**config.mk**
```make
export PLATFORM = sky130hd
export DESIGN_NAME = integer_to_text_formatter_core_flat
export DESIGN_NICKNAME = d
export VERILOG_FILES = /design/src/hw/rtl/itf_pkg.sv /design/src/hw/rtl/itf_if.sv /design/src/hw/rtl/itf_front.sv /design/src/hw/rtl/itf_queue.sv /design/src/hw/rtl/itf_back.sv /design/src/hw/rtl/integer_to_text_formatter_core.sv /design/src/flat_wrapper.sv
export SDC_FILE = /design/constraint.sdc
export NUM_CORES = 1
export LEC_CHECK = 0
export BUFFER_PORTS_ARGS = -buffer_cell sky130_fd_sc_hd__buf_2
export CORE_ASPECT_RATIO = 0.7
export CORE_MARGIN = 5
export CORE_UTILIZATION = 63
export CTS_CLUSTER_SIZE = 12
export DETAILED_ROUTE_END_ITERATION = 16
export PLACE_DENSITY_LB_ADDON = 0.15
export SYNTH_ARGS = -nofsm -noshare
export SYNTH_HDL_FRONTEND = slang
export SYNTH_SLANG_ARGS = --single-unit
```
**constraint.sdc**
```tcl
create_clock -name clock -period 11 [get_ports clock]
set_clock_uncertainty 0.2 [all_clocks]
set_input_delay 1.65 -clock clock [delete_from_list [all_inputs] [get_ports clock]]
set_output_delay 1.65 -clock clock [all_outputs]
set_load 0.05 [all_outputs]
```
**src/hw/rtl/itf_pkg.sv**
```systemverilog
// ----------------------------------------------------------------------------
// itf_pkg
// Shared constants, types and character codes for the integer text formatter.
// ----------------------------------------------------------------------------
package itf_pkg;

   // Field limits.
   localparam int MAX_FIELD  = 60;
   localparam int VALUE_W    = 64;
   localparam int MODE_W     = 3;
   localparam int FIELD_W    = 6;
   localparam int CHAR_W     = 8;

   // Digit slots: enough nibbles for the longest rendering (octal, 22 digits).
   localparam int SLOT_COUNT = (VALUE_W + 2) / 3;
   localparam int DIGITS_W   = SLOT_COUNT * 4;
   localparam int OCT_EXT_W  = SLOT_COUNT * 3;
   localparam int ND_W       = $clog2(SLOT_COUNT + 1);

   // Decimal conversion: 20 BCD digits cover the full unsigned range.
   localparam int BCD_DIGITS = 20;
   localparam int BCD_W      = BCD_DIGITS * 4;
   localparam int STEP_W     = $clog2(VALUE_W / 2);

   // Characters per number, prefix included.
   localparam int COUNT_W    = $clog2(MAX_FIELD + 3);

   // Job queue between the converter and the emitter.
   localparam int QUEUE_DEPTH = 2;

   // Conversion modes.
   localparam logic [MODE_W-1:0] MODE_SDEC       = 3'd0;
   localparam logic [MODE_W-1:0] MODE_UDEC       = 3'd1;
   localparam logic [MODE_W-1:0] MODE_OCT        = 3'd2;
   localparam logic [MODE_W-1:0] MODE_HEX_LOWER  = 3'd3;
   localparam logic [MODE_W-1:0] MODE_HEX_UPPER  = 3'd4;
   localparam logic [MODE_W-1:0] MODE_POINTER    = 3'd5;

   // ASCII codes.
   localparam logic [CHAR_W-1:0] CHAR_NUL     = 8'h00;
   localparam logic [CHAR_W-1:0] CHAR_SPACE   = 8'h20;
   localparam logic [CHAR_W-1:0] CHAR_PLUS    = 8'h2B;
   localparam logic [CHAR_W-1:0] CHAR_MINUS   = 8'h2D;
   localparam logic [CHAR_W-1:0] CHAR_ZERO    = 8'h30;
   localparam logic [CHAR_W-1:0] CHAR_A_UPPER = 8'h41;
   localparam logic [CHAR_W-1:0] CHAR_X_UPPER = 8'h58;
   localparam logic [CHAR_W-1:0] CHAR_A_LOWER = 8'h61;
   localparam logic [CHAR_W-1:0] CHAR_X_LOWER = 8'h78;

   typedef enum logic [1:0] {
      BASE_DEC = 2'd0,
      BASE_OCT = 2'd1,
      BASE_HEX = 2'd2
   } base_type;

   // One fully prepared number, ready for character emission.
   typedef struct packed {
      logic [DIGITS_W-1:0]  digits;       // most significant digit in the top nibble
      logic [ND_W-1:0]      num_digits;
      logic [2*CHAR_W-1:0]  prefix;       // first character in the upper byte
      logic [1:0]           prefix_len;
      logic [FIELD_W-1:0]   zero_count;
      logic [FIELD_W-1:0]   pad_count;
      logic                 left_adjust;
      logic                 lower;
      logic [COUNT_W-1:0]   char_count;
   } fmt_job_type;

   typedef struct packed {
      logic        valid;
      fmt_job_type job;
   } job_chan_type;

endpackage

```
**src/hw/rtl/itf_if.sv**
```systemverilog
// ----------------------------------------------------------------------------
// itf_req_if / itf_rsp_if
// Valid/ready channels for numbers in and characters out.
// ----------------------------------------------------------------------------
interface itf_req_if;
   logic                               valid;
   logic                               ready;
   logic [itf_pkg::VALUE_W-1:0]        value;
   logic [itf_pkg::MODE_W-1:0]         mode;
   logic                               zero_pad;
   logic                               alt_form;
   logic                               left_adjust;
   logic                               space_sign;
   logic                               plus_sign;
   logic [itf_pkg::FIELD_W-1:0]        field_width;
   logic [itf_pkg::FIELD_W-1:0]        min_digits;

   modport source (
      output valid, value, mode, zero_pad, alt_form, left_adjust,
             space_sign, plus_sign, field_width, min_digits,
      input  ready
   );
   modport sink (
      input  valid, value, mode, zero_pad, alt_form, left_adjust,
             space_sign, plus_sign, field_width, min_digits,
      output ready
   );
endinterface

interface itf_rsp_if;
   logic                        valid;
   logic                        ready;
   logic [itf_pkg::CHAR_W-1:0]  out_char;
   logic                        last_char;

   modport source (
      output valid, out_char, last_char,
      input  ready
   );
   modport sink (
      input  valid, out_char, last_char,
      output ready
   );
endinterface

```
**src/hw/rtl/itf_front.sv**
```systemverilog
// ----------------------------------------------------------------------------
// itf_front
// Accepts a number, picks sign and prefix, converts it to digits and strips
// leading zero digits, then hands a prepared job to the queue.
// ----------------------------------------------------------------------------
module itf_front (
   input  logic                  clock,
   input  logic                  reset,
   itf_req_if.sink               req_if,
   output itf_pkg::job_chan_type push,
   input  logic                  push_ready
);

   typedef enum logic [3:0] {
      F_IDLE = 4'b0001,
      F_CONV = 4'b0010,
      F_NORM = 4'b0100,
      F_PUSH = 4'b1000
   } front_state_type;

   front_state_type                   state_ff, state_in;
   logic [itf_pkg::VALUE_W-1:0]       bin_ff, bin_in;
   logic [itf_pkg::BCD_W-1:0]         bcd_ff, bcd_in;
   logic [itf_pkg::STEP_W-1:0]        step_ff, step_in;
   logic [itf_pkg::DIGITS_W-1:0]      digits_ff, digits_in;
   logic [itf_pkg::ND_W-1:0]          nd_ff, nd_in;
   itf_pkg::base_type                 base_ff, base_in;
   logic                              lower_ff, lower_in;
   logic [2*itf_pkg::CHAR_W-1:0]      prefix_ff, prefix_in;
   logic [1:0]                        plen_ff, plen_in;
   logic                              zpad_ff, zpad_in;
   logic                              left_ff, left_in;
   logic [itf_pkg::FIELD_W-1:0]       fw_ff, fw_in;
   logic [itf_pkg::FIELD_W-1:0]       md_ff, md_in;

   // Classification of the incoming word.
   logic [itf_pkg::VALUE_W-1:0]       mag_c;
   itf_pkg::base_type                 base_c;
   logic                              lower_c;
   logic                              alt_c;
   logic [2*itf_pkg::CHAR_W-1:0]      prefix_c;
   logic [1:0]                        plen_c;
   logic [itf_pkg::OCT_EXT_W-1:0]     oct_ext_c;
   logic [itf_pkg::DIGITS_W-1:0]      oct_digits_c;
   logic [itf_pkg::BCD_W-1:0]         bcd_step_c;

   // Count arithmetic for the job.
   logic [itf_pkg::FIELD_W-1:0]       nd_ext_c;
   logic [itf_pkg::FIELD_W-1:0]       zeros_base_c;
   logic [itf_pkg::COUNT_W-1:0]       body_c;
   logic [itf_pkg::COUNT_W-1:0]       fw_ext_c;
   logic [itf_pkg::FIELD_W-1:0]       pad_base_c;

   logic                              accept_c;

   // One shift-and-add-3 step of the binary to BCD conversion.
   function automatic logic [itf_pkg::BCD_W-1:0] dabble_step(
      input logic [itf_pkg::BCD_W-1:0] bcd,
      input logic                      bit_in
   );
      logic [itf_pkg::BCD_W-1:0] adj;
      adj = bcd;
      for (int i = 0; i < itf_pkg::BCD_DIGITS; i++) begin
         if (adj[4*i +: 4] >= 4'd5) begin
            adj[4*i +: 4] = adj[4*i +: 4] + 4'd3;
         end
      end
      return {adj[itf_pkg::BCD_W-2:0], bit_in};
   endfunction

   assign req_if.ready = (state_ff == F_IDLE);
   assign accept_c     = req_if.valid && (state_ff == F_IDLE);

   always_comb begin
      mag_c    = req_if.value;
      base_c   = itf_pkg::BASE_DEC;
      lower_c  = 1'b0;
      alt_c    = req_if.alt_form;
      prefix_c = '0;
      plen_c   = 2'd0;
      case (req_if.mode)
         itf_pkg::MODE_SDEC: begin
            if (req_if.value[itf_pkg::VALUE_W-1]) begin
               prefix_c = {itf_pkg::CHAR_MINUS, itf_pkg::CHAR_NUL};
               plen_c   = 2'd1;
               mag_c    = '0 - req_if.value;
            end else if (req_if.plus_sign) begin
               prefix_c = {itf_pkg::CHAR_PLUS, itf_pkg::CHAR_NUL};
               plen_c   = 2'd1;
            end else if (req_if.space_sign) begin
               prefix_c = {itf_pkg::CHAR_SPACE, itf_pkg::CHAR_NUL};
               plen_c   = 2'd1;
            end
         end
         itf_pkg::MODE_OCT: begin
            base_c = itf_pkg::BASE_OCT;
         end
         itf_pkg::MODE_HEX_LOWER: begin
            base_c  = itf_pkg::BASE_HEX;
            lower_c = 1'b1;
         end
         itf_pkg::MODE_HEX_UPPER: begin
            base_c = itf_pkg::BASE_HEX;
         end
         itf_pkg::MODE_POINTER: begin
            base_c  = itf_pkg::BASE_HEX;
            lower_c = 1'b1;
            alt_c   = 1'b1;
         end
         default: begin
            base_c = itf_pkg::BASE_DEC;
         end
      endcase
      if (alt_c && (req_if.value != '0)) begin
         if (base_c == itf_pkg::BASE_OCT) begin
            prefix_c = {itf_pkg::CHAR_ZERO, itf_pkg::CHAR_NUL};
            plen_c   = 2'd1;
         end else if (base_c == itf_pkg::BASE_HEX) begin
            prefix_c = {itf_pkg::CHAR_ZERO,
                        lower_c ? itf_pkg::CHAR_X_LOWER : itf_pkg::CHAR_X_UPPER};
            plen_c   = 2'd2;
         end
      end
   end

   // Octal digits are regrouped into nibble slots so every base shares one layout.
   always_comb begin
      oct_ext_c = itf_pkg::OCT_EXT_W'(req_if.value);
      for (int i = 0; i < itf_pkg::SLOT_COUNT; i++) begin
         oct_digits_c[4*i +: 4] = {1'b0, oct_ext_c[3*i +: 3]};
      end
   end

   // Two bits of the binary value enter the BCD register each cycle.
   assign bcd_step_c = dabble_step(dabble_step(bcd_ff, bin_ff[itf_pkg::VALUE_W-1]),
                                   bin_ff[itf_pkg::VALUE_W-2]);

   always_comb begin
      state_in  = state_ff;
      bin_in    = bin_ff;
      bcd_in    = bcd_ff;
      step_in   = step_ff;
      digits_in = digits_ff;
      nd_in     = nd_ff;
      base_in   = base_ff;
      lower_in  = lower_ff;
      prefix_in = prefix_ff;
      plen_in   = plen_ff;
      zpad_in   = zpad_ff;
      left_in   = left_ff;
      fw_in     = fw_ff;
      md_in     = md_ff;
      case (state_ff)
         F_IDLE: begin
            if (accept_c) begin
               base_in   = base_c;
               lower_in  = lower_c;
               prefix_in = prefix_c;
               plen_in   = plen_c;
               zpad_in   = req_if.zero_pad;
               left_in   = req_if.left_adjust;
               fw_in     = (req_if.field_width > itf_pkg::FIELD_W'(itf_pkg::MAX_FIELD))
                           ? itf_pkg::FIELD_W'(itf_pkg::MAX_FIELD) : req_if.field_width;
               md_in     = (req_if.min_digits > itf_pkg::FIELD_W'(itf_pkg::MAX_FIELD))
                           ? itf_pkg::FIELD_W'(itf_pkg::MAX_FIELD) : req_if.min_digits;
               nd_in     = itf_pkg::ND_W'(itf_pkg::SLOT_COUNT);
               bin_in    = mag_c;
               bcd_in    = '0;
               step_in   = itf_pkg::STEP_W'(itf_pkg::VALUE_W / 2 - 1);
               if (base_c == itf_pkg::BASE_DEC) begin
                  state_in = F_CONV;
               end else begin
                  digits_in = (base_c == itf_pkg::BASE_OCT)
                              ? oct_digits_c : itf_pkg::DIGITS_W'(req_if.value);
                  state_in  = F_NORM;
               end
            end
         end
         F_CONV: begin
            bcd_in  = bcd_step_c;
            bin_in  = {bin_ff[itf_pkg::VALUE_W-3:0], 2'b00};
            step_in = step_ff - 1'b1;
            if (step_ff == '0) begin
               digits_in = itf_pkg::DIGITS_W'(bcd_step_c);
               state_in  = F_NORM;
            end
         end
         F_NORM: begin
            // Drop one leading zero digit per cycle; at least one digit stays.
            if ((nd_ff > itf_pkg::ND_W'(1)) &&
                (digits_ff[itf_pkg::DIGITS_W-1 -: 4] == 4'd0)) begin
               digits_in = {digits_ff[itf_pkg::DIGITS_W-5:0], 4'd0};
               nd_in     = nd_ff - 1'b1;
            end else begin
               state_in = F_PUSH;
            end
         end
         F_PUSH: begin
            if (push_ready) begin
               state_in = F_IDLE;
            end
         end
         default: begin
            state_in = F_IDLE;
         end
      endcase
   end

   // Zero and pad counts from the digit count, prefix and the two limits.
   always_comb begin
      nd_ext_c     = itf_pkg::FIELD_W'(nd_ff);
      zeros_base_c = (md_ff > nd_ext_c) ? (md_ff - nd_ext_c) : '0;
      if ((base_ff == itf_pkg::BASE_OCT) && (plen_ff != 2'd0) && (zeros_base_c != '0)) begin
         zeros_base_c = zeros_base_c - 1'b1;
      end
      body_c     = itf_pkg::COUNT_W'(plen_ff) + itf_pkg::COUNT_W'(nd_ff) +
                   itf_pkg::COUNT_W'(zeros_base_c);
      fw_ext_c   = itf_pkg::COUNT_W'(fw_ff);
      pad_base_c = (fw_ext_c > body_c) ? itf_pkg::FIELD_W'(fw_ext_c - body_c) : '0;

      push.valid           = (state_ff == F_PUSH);
      push.job.digits      = digits_ff;
      push.job.num_digits  = nd_ff;
      push.job.prefix      = prefix_ff;
      push.job.prefix_len  = plen_ff;
      push.job.left_adjust = left_ff;
      push.job.lower       = lower_ff;
      push.job.char_count  = body_c + itf_pkg::COUNT_W'(pad_base_c);
      if (zpad_ff && !left_ff) begin
         push.job.zero_count = zeros_base_c + pad_base_c;
         push.job.pad_count  = '0;
      end else begin
         push.job.zero_count = zeros_base_c;
         push.job.pad_count  = pad_base_c;
      end
   end

   always_ff @(posedge clock) begin
      if (reset) begin
         state_ff <= F_IDLE;
      end else begin
         state_ff <= state_in;
      end
   end

   always_ff @(posedge clock) begin
      bin_ff    <= bin_in;
      bcd_ff    <= bcd_in;
      step_ff   <= step_in;
      digits_ff <= digits_in;
      nd_ff     <= nd_in;
      base_ff   <= base_in;
      lower_ff  <= lower_in;
      prefix_ff <= prefix_in;
      plen_ff   <= plen_in;
      zpad_ff   <= zpad_in;
      left_ff   <= left_in;
      fw_ff     <= fw_in;
      md_ff     <= md_in;
   end

endmodule

```
**src/hw/rtl/itf_queue.sv**
```systemverilog
// ----------------------------------------------------------------------------
// itf_queue
// Short FIFO of prepared jobs between the converter and the emitter.
// ----------------------------------------------------------------------------
module itf_queue (
   input  logic                  clock,
   input  logic                  reset,
   input  itf_pkg::job_chan_type push,
   output logic                  push_ready,
   output itf_pkg::job_chan_type pop,
   input  logic                  pop_ready
);

   localparam int PTR_W = (itf_pkg::QUEUE_DEPTH > 1) ? $clog2(itf_pkg::QUEUE_DEPTH) : 1;
   localparam int CNT_W = $clog2(itf_pkg::QUEUE_DEPTH + 1);

   itf_pkg::fmt_job_type entries_ff [itf_pkg::QUEUE_DEPTH];
   logic [PTR_W-1:0]     wr_ptr_ff, wr_ptr_in;
   logic [PTR_W-1:0]     rd_ptr_ff, rd_ptr_in;
   logic [CNT_W-1:0]     count_ff, count_in;
   logic                 do_push_c;
   logic                 do_pop_c;

   assign push_ready = (count_ff != CNT_W'(itf_pkg::QUEUE_DEPTH));
   assign pop.valid  = (count_ff != '0);
   assign pop.job    = entries_ff[rd_ptr_ff];
   assign do_push_c  = push.valid && push_ready;
   assign do_pop_c   = pop.valid && pop_ready;

   always_comb begin
      wr_ptr_in = wr_ptr_ff;
      rd_ptr_in = rd_ptr_ff;
      count_in  = count_ff;
      if (do_push_c) begin
         wr_ptr_in = (wr_ptr_ff == PTR_W'(itf_pkg::QUEUE_DEPTH - 1)) ? '0 : wr_ptr_ff + 1'b1;
      end
      if (do_pop_c) begin
         rd_ptr_in = (rd_ptr_ff == PTR_W'(itf_pkg::QUEUE_DEPTH - 1)) ? '0 : rd_ptr_ff + 1'b1;
      end
      if (do_push_c && !do_pop_c) begin
         count_in = count_ff + 1'b1;
      end else if (do_pop_c && !do_push_c) begin
         count_in = count_ff - 1'b1;
      end
   end

   always_ff @(posedge clock) begin
      if (reset) begin
         wr_ptr_ff <= '0;
         rd_ptr_ff <= '0;
         count_ff  <= '0;
      end else begin
         wr_ptr_ff <= wr_ptr_in;
         rd_ptr_ff <= rd_ptr_in;
         count_ff  <= count_in;
      end
   end

   always_ff @(posedge clock) begin
      if (do_push_c) begin
         entries_ff[wr_ptr_ff] <= push.job;
      end
   end

endmodule

```
**src/hw/rtl/itf_back.sv**
```systemverilog
// ----------------------------------------------------------------------------
// itf_back
// Takes prepared jobs and emits their characters, one word per cycle while the
// receiver keeps taking them, through a registered output stage.
// ----------------------------------------------------------------------------
module itf_back (
   input  logic                  clock,
   input  logic                  reset,
   input  itf_pkg::job_chan_type pop,
   output logic                  pop_ready,
   itf_rsp_if.source             rsp_if
);

   logic                            busy_ff, busy_in;
   logic [itf_pkg::DIGITS_W-1:0]    digits_ff, digits_in;
   logic [itf_pkg::ND_W-1:0]        nd_ff, nd_in;
   logic [2*itf_pkg::CHAR_W-1:0]    prefix_ff, prefix_in;
   logic [1:0]                      plen_ff, plen_in;
   logic [itf_pkg::FIELD_W-1:0]     zeros_ff, zeros_in;
   logic [itf_pkg::FIELD_W-1:0]     pad_ff, pad_in;
   logic                            left_ff, left_in;
   logic                            lower_ff, lower_in;
   logic [itf_pkg::COUNT_W-1:0]     remain_ff, remain_in;
   logic                            out_valid_ff, out_valid_in;
   logic [itf_pkg::CHAR_W-1:0]      char_ff, char_in;
   logic                            last_ff, last_in;

   logic                            emit_c;
   logic [3:0]                      nib_c;
   logic [itf_pkg::CHAR_W-1:0]      digit_char_c;

   assign pop_ready = !busy_ff;
   assign emit_c    = busy_ff && (!out_valid_ff || rsp_if.ready);

   assign nib_c        = digits_ff[itf_pkg::DIGITS_W-1 -: 4];
   assign digit_char_c = (nib_c < 4'd10)
                         ? itf_pkg::CHAR_ZERO + itf_pkg::CHAR_W'(nib_c)
                         : (lower_ff ? itf_pkg::CHAR_A_LOWER : itf_pkg::CHAR_A_UPPER)
                           + itf_pkg::CHAR_W'(nib_c - 4'd10);

   always_comb begin
      busy_in      = busy_ff;
      digits_in    = digits_ff;
      nd_in        = nd_ff;
      prefix_in    = prefix_ff;
      plen_in      = plen_ff;
      zeros_in     = zeros_ff;
      pad_in       = pad_ff;
      left_in      = left_ff;
      lower_in     = lower_ff;
      remain_in    = remain_ff;
      out_valid_in = out_valid_ff;
      char_in      = char_ff;
      last_in      = last_ff;

      if (out_valid_ff && rsp_if.ready) begin
         out_valid_in = 1'b0;
      end

      if (!busy_ff && pop.valid) begin
         busy_in   = 1'b1;
         digits_in = pop.job.digits;
         nd_in     = pop.job.num_digits;
         prefix_in = pop.job.prefix;
         plen_in   = pop.job.prefix_len;
         zeros_in  = pop.job.zero_count;
         pad_in    = pop.job.pad_count;
         left_in   = pop.job.left_adjust;
         lower_in  = pop.job.lower;
         remain_in = pop.job.char_count;
      end

      if (emit_c) begin
         // Sections go out in order: leading pad, prefix, zeros, digits, trailing pad.
         if (!left_ff && (pad_ff != '0)) begin
            char_in = itf_pkg::CHAR_SPACE;
            pad_in  = pad_ff - 1'b1;
         end else if (plen_ff != 2'd0) begin
            char_in   = prefix_ff[2*itf_pkg::CHAR_W-1 -: itf_pkg::CHAR_W];
            prefix_in = {prefix_ff[itf_pkg::CHAR_W-1:0], itf_pkg::CHAR_NUL};
            plen_in   = plen_ff - 1'b1;
         end else if (zeros_ff != '0) begin
            char_in  = itf_pkg::CHAR_ZERO;
            zeros_in = zeros_ff - 1'b1;
         end else if (nd_ff != '0) begin
            char_in   = digit_char_c;
            digits_in = {digits_ff[itf_pkg::DIGITS_W-5:0], 4'd0};
            nd_in     = nd_ff - 1'b1;
         end else begin
            char_in = itf_pkg::CHAR_SPACE;
            pad_in  = pad_ff - 1'b1;
         end
         out_valid_in = 1'b1;
         last_in      = (remain_ff == itf_pkg::COUNT_W'(1));
         remain_in    = remain_ff - 1'b1;
         busy_in      = (remain_ff != itf_pkg::COUNT_W'(1));
      end
   end

   assign rsp_if.valid     = out_valid_ff;
   assign rsp_if.out_char  = char_ff;
   assign rsp_if.last_char = last_ff;

   always_ff @(posedge clock) begin
      if (reset) begin
         busy_ff      <= 1'b0;
         out_valid_ff <= 1'b0;
      end else begin
         busy_ff      <= busy_in;
         out_valid_ff <= out_valid_in;
      end
   end

   always_ff @(posedge clock) begin
      digits_ff <= digits_in;
      nd_ff     <= nd_in;
      prefix_ff <= prefix_in;
      plen_ff   <= plen_in;
      zeros_ff  <= zeros_in;
      pad_ff    <= pad_in;
      left_ff   <= left_in;
      lower_ff  <= lower_in;
      remain_ff <= remain_in;
      char_ff   <= char_in;
      last_ff   <= last_in;
   end

endmodule

```
**src/hw/rtl/integer_to_text_formatter_core.sv**
```systemverilog
// ----------------------------------------------------------------------------
// integer_to_text_formatter_core
// printf-style rendering of one 64-bit integer into a stream of characters.
// ----------------------------------------------------------------------------
// Each accepted number produces 1 to 62 characters on the response channel,
// one word per cycle while the receiver keeps taking them, the final one
// flagged by last_char. A number first goes through the converter: it is
// taken, then in the decimal modes only converted from binary to BCD two
// bits per cycle, then its leading zero digits are dropped one per cycle,
// and it is handed to a two-entry job queue. The emitter then sends one
// character per cycle while the receiver takes them, and loads the next
// job between numbers. The converter works on the next number while the
// emitter drains the current one. The request channel is ready whenever
// the converter is idle; a full job queue holds the converter busy.
// ----------------------------------------------------------------------------
module integer_to_text_formatter_core (
   input  logic      clock,
   input  logic      reset,
   itf_req_if.sink   req_if,
   itf_rsp_if.source rsp_if
);

   itf_pkg::job_chan_type push;
   itf_pkg::job_chan_type pop;
   logic                  push_ready;
   logic                  pop_ready;

   itf_front u_front (
      .clock      (clock),
      .reset      (reset),
      .req_if     (req_if),
      .push       (push),
      .push_ready (push_ready)
   );

   itf_queue u_queue (
      .clock      (clock),
      .reset      (reset),
      .push       (push),
      .push_ready (push_ready),
      .pop        (pop),
      .pop_ready  (pop_ready)
   );

   itf_back u_back (
      .clock     (clock),
      .reset     (reset),
      .pop       (pop),
      .pop_ready (pop_ready),
      .rsp_if    (rsp_if)
   );

endmodule

```
**src/flat_wrapper.sv**
```systemverilog
// flat-port wrapper written by rule: the top's interface ports become plain ports
module integer_to_text_formatter_core_flat 
  (clock, reset, req_if_valid, req_if_value, req_if_mode, req_if_zero_pad, req_if_alt_form, req_if_left_adjust, req_if_space_sign, req_if_plus_sign, req_if_field_width, req_if_min_digits, req_if_ready, rsp_if_valid, rsp_if_out_char, rsp_if_last_char, rsp_if_ready);
  itf_req_if req_if_i ();
  itf_rsp_if rsp_if_i ();
  input  logic clock;
  input  logic reset;
  input wire logic [$bits(req_if_i.valid)-1:0] req_if_valid;
  input wire logic [$bits(req_if_i.value)-1:0] req_if_value;
  input wire logic [$bits(req_if_i.mode)-1:0] req_if_mode;
  input wire logic [$bits(req_if_i.zero_pad)-1:0] req_if_zero_pad;
  input wire logic [$bits(req_if_i.alt_form)-1:0] req_if_alt_form;
  input wire logic [$bits(req_if_i.left_adjust)-1:0] req_if_left_adjust;
  input wire logic [$bits(req_if_i.space_sign)-1:0] req_if_space_sign;
  input wire logic [$bits(req_if_i.plus_sign)-1:0] req_if_plus_sign;
  input wire logic [$bits(req_if_i.field_width)-1:0] req_if_field_width;
  input wire logic [$bits(req_if_i.min_digits)-1:0] req_if_min_digits;
  output wire logic [$bits(req_if_i.ready)-1:0] req_if_ready;
  output wire logic [$bits(rsp_if_i.valid)-1:0] rsp_if_valid;
  output wire logic [$bits(rsp_if_i.out_char)-1:0] rsp_if_out_char;
  output wire logic [$bits(rsp_if_i.last_char)-1:0] rsp_if_last_char;
  input wire logic [$bits(rsp_if_i.ready)-1:0] rsp_if_ready;
  assign req_if_i.valid = req_if_valid;
  assign req_if_i.value = req_if_value;
  assign req_if_i.mode = req_if_mode;
  assign req_if_i.zero_pad = req_if_zero_pad;
  assign req_if_i.alt_form = req_if_alt_form;
  assign req_if_i.left_adjust = req_if_left_adjust;
  assign req_if_i.space_sign = req_if_space_sign;
  assign req_if_i.plus_sign = req_if_plus_sign;
  assign req_if_i.field_width = req_if_field_width;
  assign req_if_i.min_digits = req_if_min_digits;
  assign req_if_ready = req_if_i.ready;
  assign rsp_if_valid = rsp_if_i.valid;
  assign rsp_if_out_char = rsp_if_i.out_char;
  assign rsp_if_last_char = rsp_if_i.last_char;
  assign rsp_if_i.ready = rsp_if_ready;
  integer_to_text_formatter_core u_core (.clock(clock), .reset(reset), .req_if(req_if_i), .rsp_if(rsp_if_i));
endmodule
```
==> impl_metrics.ini, run 1 <==
[timing]
fin_ws_ns = 2.403
slew_headroom_pct = 22.95
drv_slew = 0
tns_ns = 0
timing.final.crit_share_pct = 78.16
fin_crit_ns = 8.597
tightest_slew_ns = 1.155
hold_viol = 0
setup_viol = 0
holdWs_ns = 0.2376
rsz0062_at_grt = false
max_freq_mhz = 116.3

[cells_and_area]
antenna_cells = 0
syn_to_final_growth_pct = 9.617
fin_area_mm2 = 0.03577
fillers = 3579
nets = 3156
layout-drive-gt1-share_pct = 10.26

[power_and_ir_drop]
p_per_area_mw_per_mm2 = 317.6
power_mw = 11.36
p_leak_nw = 12.93
vdd_drop_max_mv = 0.3432

[worst_setup_path]
cp_max_fo = 9
cp_data_arrival_time_ns = 8.72
worstPathRequired_ns = 11.12
critPathKind = reg -> reg
regToRegSetupSlack_ns = 2.40
slowest_delay_ns = 0.58
rr_endpoint = u_core.u_queue.entries_ff[0][19]
ff2ff_path_depth = 34
reg2reg_from = u_core.u_front.nd_ff[0]
endpoint_kind = flop
worstSetupStartpointType = flop
critPathSlowestCell = edfxtp_1

[logic_synthesis]
synth_enable_flop_cells = 526
synth_top_area_cell = edfxtp_1
syn_inst = 2868
yosysSeqAreaShare_pct = 56.63
synth.most_common_cell = edfxtp_1
async_flop_share_pct = 0
synth_area_leaders = edfxtp_1 48%, dfxtp_1 8.2%, ha_1 5.0%, mux2i_1 4.9%, a21oi_1 3.7%
yosys-top-cells-count = 526 x edfxtp_1, 259 x nor2_1, 242 x nand2_1
ys_warn_count = 0
ys_types = 85
ys_dominant_reg_cell = edfxtp_1
synth_area_mm2 = 0.03263
ys_seq_elements = 660
syn_area_per_cell_um2 = 11.38
syn-num-nets = 3093
synth_top_area_share_pct = 48.41

[grt]
grt_pass1_wl_um = 119400
grt.overflow.total = 0
grt_use_total_pct = 26.36
antenna_found_initial = 1
grt_max_degree = 107
grt_pass1_vias = 21678

[flow_run]
cap_viol_max_count = 0

[route]
drtIter0Drc = 2467
firstDrtPassIters = 5
routedWlPerCell_um = 20.70
routed_wl_um = 75670
avgViaCountPerCell = 6.144
drc = 0
ant_nets = 0
dr_total_vias = 22463

[die]
fp.dieArea_mm2 = 0.05652
initial_core_util_pct = 63.95
core_area_mm2 = 0.05102
rows = 69
ios = 99
die_w_um = 282.0
dieHeight_um = 200.4

[clock_network]
cts_tree = built
cts_setup_buffers = 0
clk_pin_slew_ns = 0.06
cts_made_buffers = 67
hold_buffers = 0
htreeDepth = 3
cts-root-buf = clkbuf_16
clock_latency_ns = 0.60
cts_sinks = 660
cts_max_path_buffers = 3
cts-resized-gates = 0

[placed_design]
place.gp.congestion = 0.8564
post_dp_cell_area_mm2 = 0.03372
pre_cts_ws_ns = 2.570
io_buffers = 98
hpwl_um = 50660

[worst_hold_path]
min_delay_path_depth = 2
hold_start = u_core.u_back.prefix_ff[7]
min_to = u_core.u_back.prefix_ff[15]
hold_class = reg -> reg

[run_status]
status = finished clean
## registers in the layout, indices dropped and copies added, names as in the netlist, 4 cells and up, named ones only
| name | cells |
|---|---|
| u_core.u_back.digits_ff | 88 |
| u_core.u_back.pad_ff | 6 |
| u_core.u_queue.entries_ff | 242 |
| u_core.u_front.prefix_ff | 6 |
| u_core.u_back.remain_ff | 6 |
| u_core.u_back.prefix_ff | 16 |
| u_core.u_front.state_ff | 4 |
| u_core.u_front.md_ff | 6 |
| u_core.u_back.rsp_if.out_char | 8 |
| u_core.u_front.digits_ff | 88 |
| u_core.u_back.zeros_ff | 6 |
| u_core.u_front.bcd_ff | 80 |
| u_core.u_front.fw_ext_c | 6 |
| u_core.u_front.nd_ff | 5 |
| u_core.u_back.nd_ff | 5 |
| u_core.u_front.bin_ff | 64 |
| u_core.u_front.step_ff | 5 |
## per-stage QoR
| stage | util, % | std cells |
|---|---|---|
| after floorplan | - | 2868 |
| after global placement | 66.08 | 3536 |
| after detailed placement | 66.08 | 3536 |
| after CTS | 70.10 | 3656 |
| after global routing | 70.10 | 3656 |
| final | 70.10 | 3656 |
## worst max-delay path: cells and delay by family, from the launching register on
family / cells / cell delay [ns]
XOR/XNOR: 3 / 0.46
adder cells (fa/ha/maj): 8 / 2.72
multiplexers: 2 / 0.54
AO/OA/AOI/OAI: 11 / 2.42
flip-flops: 1 / 0.58
buffers and inverters: 5 / 0.50
AND/OR/NAND/NOR: 5 / 0.88
## worst max path at each step
stage	from	endpoint	slack (ns)	cells past startpoint
final	u_core.u_front.nd_ff[0]	u_core.u_queue.entries_ff[0][19]	2.40	34
after global routing	u_core.u_front.nd_ff[0]	u_core.u_queue.entries_ff[0][19]	1.93	32
after CTS	u_core.u_front.nd_ff[0]	u_core.u_queue.entries_ff[0][19]	2.51	33
after detailed placement	u_core.u_front.nd_ff[0]	u_core.u_queue.entries_ff[1][19]	2.57	33
after global placement	u_core.u_front.nd_ff[0]	u_core.u_queue.entries_ff[0][19]	2.78	34
after floorplan	u_core.u_front.state_ff[3]	u_core.u_front.digits_ff[0]	1.29	5
## power breakdown
part	internal [mW]	leakage (nW)	switching, mW
logic	1.98	5.96	3.01
registers	3.76	5.98	0.428
clock network	1.25	0.981	0.934
total	6.99	12.9	4.37
## metal layers
layer | GRT usage, % | share of wire, % | vias to the layer above | routed length, µm
met5 | 0 | 0 | - | 0
met4 | 5.942 | 2.0 | 0 | 1502
met3 | 4.458 | 7.6 | 136 | 5770
met2 | 39.83 | 45 | 875 | 33760
met1 | 40.46 | 46 | 10896 | 34630
li1 | - | - | 10556 | -
## logic make-up (layout without fill, tap and decap cells)
| logic type | count (synthesis) | in the layout | synth area share (%) |
|---|---|---|---|
| muxes | 217 | 217 | 6.879 |
| xor gates and xnor gates | 140 | 140 | 3.781 |
| AOI/OAI and AO/OA | 668 | 668 | 12.76 |
| and+or+nand+nor | 772 | 772 | 11.31 |
| DFF | 660 | 660 | 56.63 |
| adders and majority gates | 137 | 137 | 5.415 |
| buffers and inverters | 274 | 388 | 3.229 |
## cells in the final DEF, fill, tap and decap left out, types with 102 or more instances in the layout
cell type,count
mux2i_1,159
nand2_1,241
nor2_1,257
ha_1,129
dfxtp_1,133
xnor2_1,102
a21oi_1,238
o21ai_0,197
inv_1,141
edfxtp_1,526
## layout make-up
class | instances | area [µm²] | area share [%]
Timing Repair Buffer | 126 | 700.7 | 1.959
Multi-Input combinational cell | 1934 | 13160 | 36.79
Sequential cell | 660 | 18480 | 51.67
Inverter | 142 | 533.0 | 1.490
Tap cell | 674 | 843.3 | 2.358
Clock inverter | 8 | 122.6 | 0.3428
Clock buffer | 112 | 1928 | 5.391
No activity file was read; power rests on OpenSTA's default activity.
==> inputs of run 2 (changes only) <==
CORE_UTILIZATION = 57   (was 63)
clock period = 7.9 ns   (was 11 ns; I/O delays follow)
==> run 2 against run 1 <==
- maximum frequency is 17% higher
- hold slack better by 0.0016 ns
- highest routed layer unchanged
- global-route usage is 1.9 points lower
- die area is 10% higher
- clock power is 37% higher
- setup slack worse by 1.9 ns
- wire length is 1.7% higher
- register-to-register slack worse by 1.9 ns
==> impl_metrics.ini, run 2 (synthesis gave the netlist of run 1 again) <==
[run_status]
status = finished clean

[power_and_ir_drop]
power.share.clock_pct = 18.6
internal-power_mw = 9.841
vdd_drop_max_mv = 0.4402
power_switching_mw = 6.169
p_per_area_mw_per_mm2 = 445.1
pwr-share-seq_pct = 36.4
comb_power_share_pct = 45.0
power_mw = 16.01
netSwitchingFraction_pct = 38.53
p_leak_nw = 12.97

[cells_and_area]
fin_cells = 3746
nets = 3167
largest_register_ffs = 242
syn_to_final_growth_pct = 10.23
final_common_cell = edfxtp_1
fin_area_mm2 = 0.03597
final_core_util_pct = 63.41
final_cell_mix = 526 x edfxtp_1, 257 x nor2_1, 241 x nand2_1
largest_register = u_core.u_queue.entries_ff
biggestRegsByFlops = u_core.u_queue.entries_ff: 242 flops, u_core.u_back.digits_ff: 88 flops, u_core.u_front.digits_ff: 88 flops
layout-drive-gt1-share_pct = 10.75

[grt]
grt.overflow.total = 0
grt_pass1_vias = 21508
antenna_found_initial = 2
grt_pass1_wl_um = 120300
top_usage_layer = met1
grt_use_met2_pct = 36.74
met1_usage_pct = 36.85
grt_max_degree = 106
met3_usage_pct = 5.182
grt_use_total_pct = 24.43

[worst_setup_path]
endpoint_kind = flop
worstPathRequired_ns = 8.01
worstSetupStartpointType = flop
rr_endpoint = u_core.u_queue.entries_ff[1][19]
reg2reg_from = u_core.u_front.md_ff[0]
critPathSlowestCell = fa_1
critPathKind = reg -> reg
ff2ff_path_depth = 35
cp_data_arrival_time_ns = 7.48
cp_max_fo = 5
slowest_delay_ns = 0.49
regToRegSetupSlack_ns = 0.53
crit_top_cell = inv_1

[placed_design]
io_buffers = 98
placed_cells = 3618
place.gp.congestion = 0.8683
post_dp_cell_area_mm2 = 0.03386
pre_cts_ws_ns = -0.1683
hpwl_um = 51400

[clock_network]
cts_max_path_buffers = 3
hold_buffers = 0
clk_pin_slew_ns = 0.06
htreeDepth = 3
cts_made_buffers = 67
cts-root-buf = clkbuf_16
cts_sinks = 660
clock_latency_ns = 0.61
cts_tree = built

[worst_hold_path]
hold_class = reg -> reg
hold_start = u_core.u_back.prefix_ff[7]
min_to = u_core.u_back.prefix_ff[15]
min_delay_path_depth = 2

[timing]
rsz0062_at_grt = false
tightest_slew_ns = 1.189
timing.final.crit_share_pct = 93.26
fin_crit_ns = 7.368
setup_viol = 0
slew_headroom_pct = 20.54
fin_ws_ns = 0.5322
hold_viol = 0
max_freq_mhz = 135.7
drv_slew = 0

[flow_run]
cap_viol_max_count = 0

[die]
ios = 99
initial_core_util_pct = 57.53
fp.dieArea_mm2 = 0.06220
dieHeight_um = 210.2
core_area_mm2 = 0.05672
rows = 73
die_w_um = 296.0

[route]
drtIter0Drc = 1922
routedWlPerCell_um = 20.53
avgViaCountPerCell = 5.937
ant_nets = 0
drc = 0
firstDrtPassIters = 5
dr_total_vias = 22239
routed_wl_um = 76920
-- run 2: worst max path at each step --
stage                                 start                          endpoint  slack [ns]  depth (start not counted)
CTS                 u_core.u_front.md_ff[0]  u_core.u_queue.entries_ff[0][19]        0.06                         35
floorplan           u_core.u_front.nd_ff[0]  u_core.u_queue.entries_ff[0][19]        0.70                         34
global placement    u_core.u_front.md_ff[0]  u_core.u_queue.entries_ff[1][19]       -0.02                         35
detailed placement  u_core.u_front.md_ff[0]  u_core.u_queue.entries_ff[0][19]       -0.17                         35
global route        u_core.u_front.md_ff[0]  u_core.u_queue.entries_ff[0][18]        0.06                         35
finish              u_core.u_front.md_ff[0]  u_core.u_queue.entries_ff[1][19]        0.53                         35
-- run 2: per-layer routing --
layer	wire (µm)	vias up
met3	5910	115
met5	0	-
met2	33770	733
li1	-	10579
met1	35490	10812
met4	1749	0
-- run 2: final cells by class --
cell class              instances  area, µm²
inverters                     142      533.0
fillers                      4400      20750
repair buffers                137      783.3
well taps                     750      938.4
flip-flops and latches        660      18480
clock buffers                 118       1993
clock inverters                 3      17.52
diodes                          2      5.005
multi-input cells            1934      13210
-- run 2: worst max-delay path, delay by kind of cell (launching register included) --
kind | cells | cell delay (ns)
xor gates and xnor gates | 3 | 0.43
muxes | 2 | 0.35
AOI/OAI and AO/OA | 11 | 2.23
buffers and inverters | 6 | 0.42
DFF | 1 | 0.36
adders and majority gates | 8 | 2.51
and+or+nand+nor | 5 | 0.59
-- run 2: repair_timing --
item / CTS / global route
setup endpoints to repair: 4 / 10
gates resized for setup: 3 / 9
pin swaps: 0 / 2
setup buffers: 1 / 4
-- run 2: stage by stage --
step / TNS (ns) / hold WS, ns
floorplan: 0 / 0.2072
global placement: -0.03568 / 0.2200
detailed placement: -0.3520 / 0.2237
CTS: 0 / 0.2382
global route: 0 / 0.2571
finish: 0 / 0.2392
-- run 2: power by group through the flow --
stage	Combinational, mW	Clock, mW	Sequential [mW]
final	7.20	2.98	5.83
after global routing	8.08	3.20	5.91
after CTS	7.03	3.04	5.81
after detailed placement	6.95	0	5.87
after global placement	6.61	0	5.83
after floorplan	5.32	0	5.76
